### config.mk
export PLATFORM = sky130hd
export DESIGN_NAME = cmst_cell
export DESIGN_NICKNAME = d
export VERILOG_FILES = /design/src/rtl/cmst_pkg.sv /design/src/rtl/cmst_cell.sv
export SDC_FILE = /design/constraint.sdc
export NUM_CORES = 1
export LEC_CHECK = 0
export CAP_MARGIN = 40
export CORE_UTILIZATION = 55
export CTS_CLUSTER_SIZE = 28
export DETAILED_ROUTE_END_ITERATION = 7
export DONT_BUFFER_PORTS = 1
export HOLD_SLACK_MARGIN = 0.12
export PLACE_DENSITY = 0.7
export SYNTH_ARGS = -nofsm -noshare
export SYNTH_HDL_FRONTEND = slang
export SYNTH_SLANG_ARGS = --single-unit
### constraint.sdc
create_clock -name aclk -period 3.1 [get_ports aclk]
set_input_delay 0.155 -clock aclk [delete_from_list [all_inputs] [get_ports aclk]]
set_output_delay 0.155 -clock aclk [all_outputs]
set_load 0.02 [all_outputs]
### src/rtl/cmst_pkg.sv
// types and constants shared by the counting multiset table modules
package cmst_pkg;

    localparam int OPCODE_W    = 3;
    localparam int KEY_IN_W    = 32;
    localparam int RANK_W      = 5;
    localparam int QTY_W       = 16;
    localparam int KEY_OUT_W   = 32;
    localparam int TOTAL_W     = 21;
    localparam int DISTINCT_W  = 6;
    localparam int S_TDATA_W   = 40;
    localparam int M_TDATA_W   = 80;

    typedef enum logic [OPCODE_W-1:0] {
        OP_INSERT    = 3'd0,
        OP_ERASE_ONE = 3'd1,
        OP_ERASE_ALL = 3'd2,
        OP_COUNT     = 3'd3,
        OP_GET       = 3'd4
    } op_e_t;

    // control part of the command token walking the cell chain
    typedef struct packed {
        logic  valid;
        op_e_t op;
        logic  hit;
        logic  ok;
        logic  zeroed;
        logic  has_empty;
    } cmst_ctl_t;

endpackage

### src/rtl/cmst_cell.sv
// one slot of the table: key and count, updated as the command token passes
module cmst_cell
    import cmst_pkg::*;
#(
    parameter int KEY_WIDTH   = 32,
    parameter int COUNT_WIDTH = 16,
    parameter int IDX_W       = 5,
    parameter int SEEN_W      = 6,
    parameter int IDX         = 0
) (
    input  logic                   aclk,
    input  logic                   aresetn,
    input  cmst_ctl_t              ctl_i,
    input  logic [KEY_WIDTH-1:0]   key_i,
    input  logic [RANK_W-1:0]      rank_i,
    input  logic [SEEN_W-1:0]      seen_i,
    input  logic [COUNT_WIDTH-1:0] qty_i,
    input  logic [KEY_WIDTH-1:0]   kout_i,
    input  logic [IDX_W-1:0]       eidx_i,
    input  logic                   claim_en_i,
    input  logic [IDX_W-1:0]       claim_idx_i,
    input  logic [KEY_WIDTH-1:0]   claim_key_i,
    output cmst_ctl_t              ctl_o,
    output logic [KEY_WIDTH-1:0]   key_o,
    output logic [RANK_W-1:0]      rank_o,
    output logic [SEEN_W-1:0]      seen_o,
    output logic [COUNT_WIDTH-1:0] qty_o,
    output logic [KEY_WIDTH-1:0]   kout_o,
    output logic [IDX_W-1:0]       eidx_o
);

    localparam int CMP_W = (SEEN_W > RANK_W) ? SEEN_W : RANK_W;
    localparam logic [COUNT_WIDTH-1:0] COUNT_MAX = {COUNT_WIDTH{1'b1}};
    localparam logic [IDX_W-1:0] MY_IDX = IDX_W'(IDX);

    logic [KEY_WIDTH-1:0]   slot_key_reg;
    logic [COUNT_WIDTH-1:0] cnt_reg, cnt_next;
    cmst_ctl_t              ctl_reg, ctl_next;
    logic [KEY_WIDTH-1:0]   key_reg;
    logic [RANK_W-1:0]      rank_reg;
    logic [SEEN_W-1:0]      seen_reg, seen_next;
    logic [COUNT_WIDTH-1:0] qty_reg, qty_next;
    logic [KEY_WIDTH-1:0]   kout_reg, kout_next;
    logic [IDX_W-1:0]       eidx_reg, eidx_next;
    logic                   occupied, match, at_max, claim_hit;

    assign occupied  = (cnt_reg != '0);
    assign match     = occupied && (slot_key_reg == key_i);
    assign at_max    = (cnt_reg == COUNT_MAX);
    assign claim_hit = claim_en_i && (claim_idx_i == MY_IDX);

    always_comb begin
        ctl_next  = ctl_i;
        seen_next = seen_i;
        qty_next  = qty_i;
        kout_next = kout_i;
        eidx_next = eidx_i;
        cnt_next  = cnt_reg;
        if (ctl_i.valid && !ctl_i.hit) begin
            case (ctl_i.op)
                OP_INSERT: begin
                    if (match) begin
                        ctl_next.hit = 1'b1;
                        if (!at_max) begin
                            cnt_next    = cnt_reg + 1'b1;
                            ctl_next.ok = 1'b1;
                        end
                        qty_next = cnt_next;
                    end else if (!occupied && !ctl_i.has_empty) begin
                        ctl_next.has_empty = 1'b1;
                        eidx_next          = MY_IDX;
                    end
                end
                OP_ERASE_ONE: begin
                    if (match) begin
                        ctl_next.hit    = 1'b1;
                        ctl_next.ok     = 1'b1;
                        ctl_next.zeroed = (cnt_reg == COUNT_WIDTH'(1));
                        cnt_next        = cnt_reg - 1'b1;
                        qty_next        = COUNT_WIDTH'(1);
                    end
                end
                OP_ERASE_ALL: begin
                    if (match) begin
                        ctl_next.hit = 1'b1;
                        ctl_next.ok  = 1'b1;
                        qty_next     = cnt_reg;
                        cnt_next     = '0;
                    end
                end
                OP_COUNT: begin
                    if (match) begin
                        ctl_next.hit = 1'b1;
                        ctl_next.ok  = 1'b1;
                        qty_next     = cnt_reg;
                    end
                end
                OP_GET: begin
                    if (occupied) begin
                        if (CMP_W'(seen_i) == CMP_W'(rank_i)) begin
                            ctl_next.hit = 1'b1;
                            ctl_next.ok  = 1'b1;
                            qty_next     = cnt_reg;
                            kout_next    = slot_key_reg;
                        end else begin
                            seen_next = seen_i + 1'b1;
                        end
                    end
                end
                default: begin
                end
            endcase
        end
        if (claim_hit) begin
            cnt_next = COUNT_WIDTH'(1);
        end
    end

    always_ff @(posedge aclk) begin
        if (!aresetn) begin
            cnt_reg <= '0;
            ctl_reg <= '0;
        end else begin
            cnt_reg <= cnt_next;
            ctl_reg <= ctl_next;
        end
    end

    always_ff @(posedge aclk) begin
        if (claim_hit) begin
            slot_key_reg <= claim_key_i;
        end
        key_reg  <= key_i;
        rank_reg <= rank_i;
        seen_reg <= seen_next;
        qty_reg  <= qty_next;
        kout_reg <= kout_next;
        eidx_reg <= eidx_next;
    end

    assign ctl_o  = ctl_reg;
    assign key_o  = key_reg;
    assign rank_o = rank_reg;
    assign seen_o = seen_reg;
    assign qty_o  = qty_reg;
    assign kout_o = kout_reg;
    assign eidx_o = eidx_reg;

endmodule

==> metrics.md <==
| Metric | Value |
|---|---|
| Critical Path Source | cnt_reg[9] |
| Number of max-slew violations in the final report | 0 |
| GPL Wtd Cong | between 0.8 and 0.9 |
| Internal cell power | 3.59 mW |
| Final ANT Viol Nets | 0 |
| Number of violations reported at the end of detailed-routing iteration 0 | 560 |
| Final Skew | 0.0145 ns |
| Req. time, crit path | approximately 3.4 ns |
| WP buf/inv | 1 |
| Startpoint of the worst register-to-register path | cnt_reg[9] |
| Fillers | 714 |
| Switching share of power | 0.239 |
| Flop pwr share | 0.475 |
| Final hold violation count | 0 |
| Critical path startpoint category | flop |
| Met1 Resource Use GR | 0.397 |
| Via count of the first global-routing pass | 5674 |
| Number of vias per cell | 6.04 |
| Area leader, netlist | sky130_fd_sc_hd__dfxtp_1 |
| Largest delay share family, worst path | simple AND/OR/NAND/NOR gates |
| Endpoint of the worst-slack reg-to-reg timing path | seen_o[4] |
| # port buffers | 0 |
| Most frequent cells after synthesis | sky130_fd_sc_hd__dfxtp_1, sky130_fd_sc_hd__nand2_1, sky130_fd_sc_hd__xnor2_1, sky130_fd_sc_hd__a21oi_1, sky130_fd_sc_hd__o21ai_0 |
| Worst Path Max Fanout | 9 |
| Portion of total power attributed to the clock network | 0.456 |
| Count of clock tree sinks | 152 |
| TritonCTS clock tree | done |
| Slowest stage cell, crit path | sky130_fd_sc_hd__dlygate4sd3_1 |
| Setup_tns | 0 ns |
| Proportion of synthesized chip area in sequential cells | 0.529 |
| Initial antenna violation count | 0 |
| Maximum number of pins on one net before global-route repair | 33 |
| Height of the die | 109 µm |
| End of the critical path | seen_o[4] |
| Cell depth of the worst setup path | 8 |
| Full die area | 0.0120 mm² |
| Synthesized netlist cell count | a little over 600 |
| Switching power total | roughly 1.1 mW |
| Drt wl/cell | 21.9 µm |
| Time the final worst path needs with I/O delays and setup | between 2 and 3 ns |
| Power density relative to cell area | 551 mW/mm² |
| CTS H-Tree Depth | 4 |
| Initial standard-cell utilization of the core | 0.576 |
| Total track usage | 0.348 |
| Synth cell types | a little under 60 |
| Share of synthesized flip-flops with an asynchronous set or reset | 0 |
| Top cells by area, synth | sky130_fd_sc_hd__dfxtp_1, sky130_fd_sc_hd__edfxtp_1, sky130_fd_sc_hd__mux2_2 |
| Type of the tightest min-delay check | primary input to flop |
| WHS | 0.172 ns |
| Worst Reg-to-Reg Cells | 8 |
| Setup repair after global routing missed its margin | false |
| Total congestion overflow | 0 |
| Final worst slack | roughly 0.16 ns |
| Met3 usage | 0.0871 |
| Latest clock arrival within the worst-skew pair | 0.42 ns |
| Number of maximum-capacitance constraint violations | 0 |
| Worst slack at placement | between 0.06 and 0.07 ns |
| Layout cell share with drive strength beyond 1 | 0.130 |
| Primary flip-flop cell chosen by synthesis mapping | sky130_fd_sc_hd__dfxtp_1 |
| Yosys warnings | 0 |
| Wire length of the first global-routing pass | between 30 and 40 mm |
| Worst reg2reg setup slack | approximately 0.16 ns |
| Net count of the mapped netlist | 772 |
| Outcome | completed |
| Cell with the most instances after synthesis | sky130_fd_sc_hd__dfxtp_1 |
| Critical path type | flop to flop |
| Total of endpoints with negative setup slack in the final report | 0 |
| Critical path's largest stage delay | 0.58 ns |
| Count of pins on the block boundary | between 200 and 250 |
| Placed instance count | 743 |
| CTS Root Buffer Type | sky130_fd_sc_hd__clkbuf_16 |
| Area share of the largest cell type after synthesis | 0.378 |
| Clock transition at the register clock pins on the worst setup and hold paths after CTS | ~0.06 ns |
| Synthesized area divided by synthesized cell count | around 10 µm² |
| Buffer count from post-CTS setup fixing | 0 |
| Final critical-path share of the clock period | 0.949 |
| 1st-pass router iterations | 5 |
| Crit path top cell by count | sky130_fd_sc_hd__or4_4 |
| Worst-Margin Slew | 0.802 ns |
| Total length of routed wires | just over 20 mm |
| Cell area after synthesis | 0.00635 mm² |
| Number of rows in the core area | 38 |
| Worst slew margin relative to its limit | 0.465 |
| Critical path endpoint category | flop |
| FF+latch count, synth | 152 |
| Cell leakage power | 3.17 nW |
| Number of standard cells in the layout, taps in and fillers out | slightly above 900 |
| Max rail drop VDD | 545 µV |
| Data arrival time of the critical path | 3.29 ns |
| Global Route met2 Usage | 0.623 |
| Post-synthesis to final-layout area growth | 34.7% |
| Half-perimeter wire length after detailed placement | 12.0 mm |
| Grt peak-use layer | met2 |
| F_max | 340 MHz |
| Number of synthesized flops with an enable pin | 32 |
| Total via count after detailed routing | about 5500 |
| Worst path cell trace | or4_4 > or3_4 > or4_4 > nand2_1 > nor2_1 > nand4_1 > xnor2_1 > dlygate4sd3_1 |
| Deepest clock path buffer count | 2 |
| Number of nets in the finished design | 914 |
| Total CTS buffers | 17 |
| Horizontal extent of the die | 109 µm |
| Part of the total power dissipated in combinational logic | 0.069 |
| Core box area | 0.0110 mm² |
| N_diodes | 0 |
| Final routed DRC violation total | 0 |
-- how the worst min path moves through the flow --
stage	slack (ns)	start	cells past startpoint	end
after CTS	0.12	claim_idx_i[4]	3	cnt_reg[0]
after global placement	0.18	key_i[16]	0	key_o[16]
after detailed placement	0.18	key_i[8]	0	key_o[8]
final	0.17	claim_idx_i[4]	3	cnt_reg[0]
after global routing	0.16	claim_idx_i[4]	3	cnt_reg[0]
after floorplan	0.18	key_i[0]	0	key_o[0]
-- logic make-up (layout without fill, tap and decap cells) --
family,after synthesis,after routing,share of synthesized area
AO/OA/AOI/OAI,145,145,0.145
flip-flops,152,152,0.529
multiplexers,37,37,0.0660
AND/OR/NAND/NOR,187,187,0.149
XOR/XNOR,45,45,0.0620
buffers and inverters,52,207,0.0386
adder cells (fa/ha/maj),5,5,0.00984
-- routing by layer --
metal / share of wire / vias up
met3: 0.086 / 38
met2: 0.52 / 339
met5: 0 / -
met4: 0.023 / 0
li1: - / 2542
met1: 0.37 / 2626
-- cell usage in the layout (no fill, tap or decap), types with 3 or more instances in the layout --
master and count:
sky130_fd_sc_hd__o32ai_1 3, sky130_fd_sc_hd__nand2_1 53, sky130_fd_sc_hd__nor2_1 33, sky130_fd_sc_hd__xor2_1 3, sky130_fd_sc_hd__o22ai_1 5, sky130_fd_sc_hd__a31oi_1 5, sky130_fd_sc_hd__xnor2_1 42, sky130_fd_sc_hd__nor2b_1 7
sky130_fd_sc_hd__edfxtp_1 32, sky130_fd_sc_hd__a32oi_1 3, sky130_fd_sc_hd__dlygate4sd3_1 143, sky130_fd_sc_hd__nand4_1 16, sky130_fd_sc_hd__a22oi_1 6, sky130_fd_sc_hd__nand3_1 17, sky130_fd_sc_hd__buf_4 22, sky130_fd_sc_hd__inv_6 3
sky130_fd_sc_hd__nor3_1 17, sky130_fd_sc_hd__nor4_1 11, sky130_fd_sc_hd__clkinv_4 3, sky130_fd_sc_hd__a21oi_1 40, sky130_fd_sc_hd__a21o_1 5, sky130_fd_sc_hd__inv_1 8, sky130_fd_sc_hd__dfxtp_1 120, sky130_fd_sc_hd__a211oi_1 4
sky130_fd_sc_hd__and3_1 6, sky130_fd_sc_hd__a22o_1 3, sky130_fd_sc_hd__or3_1 4, sky130_fd_sc_hd__o31ai_1 9, sky130_fd_sc_hd__and2_1 6, sky130_fd_sc_hd__o21ai_0 37, sky130_fd_sc_hd__ha_1 5, sky130_fd_sc_hd__o211ai_1 5
sky130_fd_sc_hd__clkbuf_16 18, sky130_fd_sc_hd__mux2_2 35, sky130_fd_sc_hd__o21a_1 5
-- per-stage QoR --
step            util  power (mW)  cell area, µm²
6_report       0.776        4.71            8560
4_1_cts        0.775        4.67            8550
5_1_grt        0.776        4.84            8560
3_3_place_gp   0.590        2.43            6500
3_5_place_dp   0.590        2.43            6500
2_1_floorplan      -        2.39            6350
-- power by group through the flow --
stage                     Sequential [mW]  Combinational, mW  Clock (mW)
after floorplan                      2.26              0.130           0
after global placement               2.28              0.151           0
after detailed placement             2.28              0.154           0
after CTS                            2.23              0.306        2.13
after global routing                 2.25              0.344        2.25
final                                2.24              0.324        2.15
-- tightest hold or removal path, cell delays in order --
cell	delay [ns]
sky130_fd_sc_hd__nand3b_1	0.17
sky130_fd_sc_hd__o31ai_1	0.10
sky130_fd_sc_hd__o2bb2ai_1	0.11
-- final cells by class --
type / instances / area, µm² / area share
Multi-Input combinational cell: 419 / 2750 / 0.322
Timing Repair Buffer: 166 / 1620 / 0.189
Clock inverter: 11 / 134 / 0.0156
Clock buffer: 21 / 482 / 0.0563
Sequential cell: 152 / 3360 / 0.393
Tap cell: 140 / 175 / 0.0205
Inverter: 9 / 33.8 / 0.00395
-- repair_timing --
action,4_1_cts,5_1_grt
hold buffers,143,0
gates resized for setup,0,2
setup endpoints to repair,0,19
hold endpoints to repair,137,0
(Power assumes the default switching activity.)
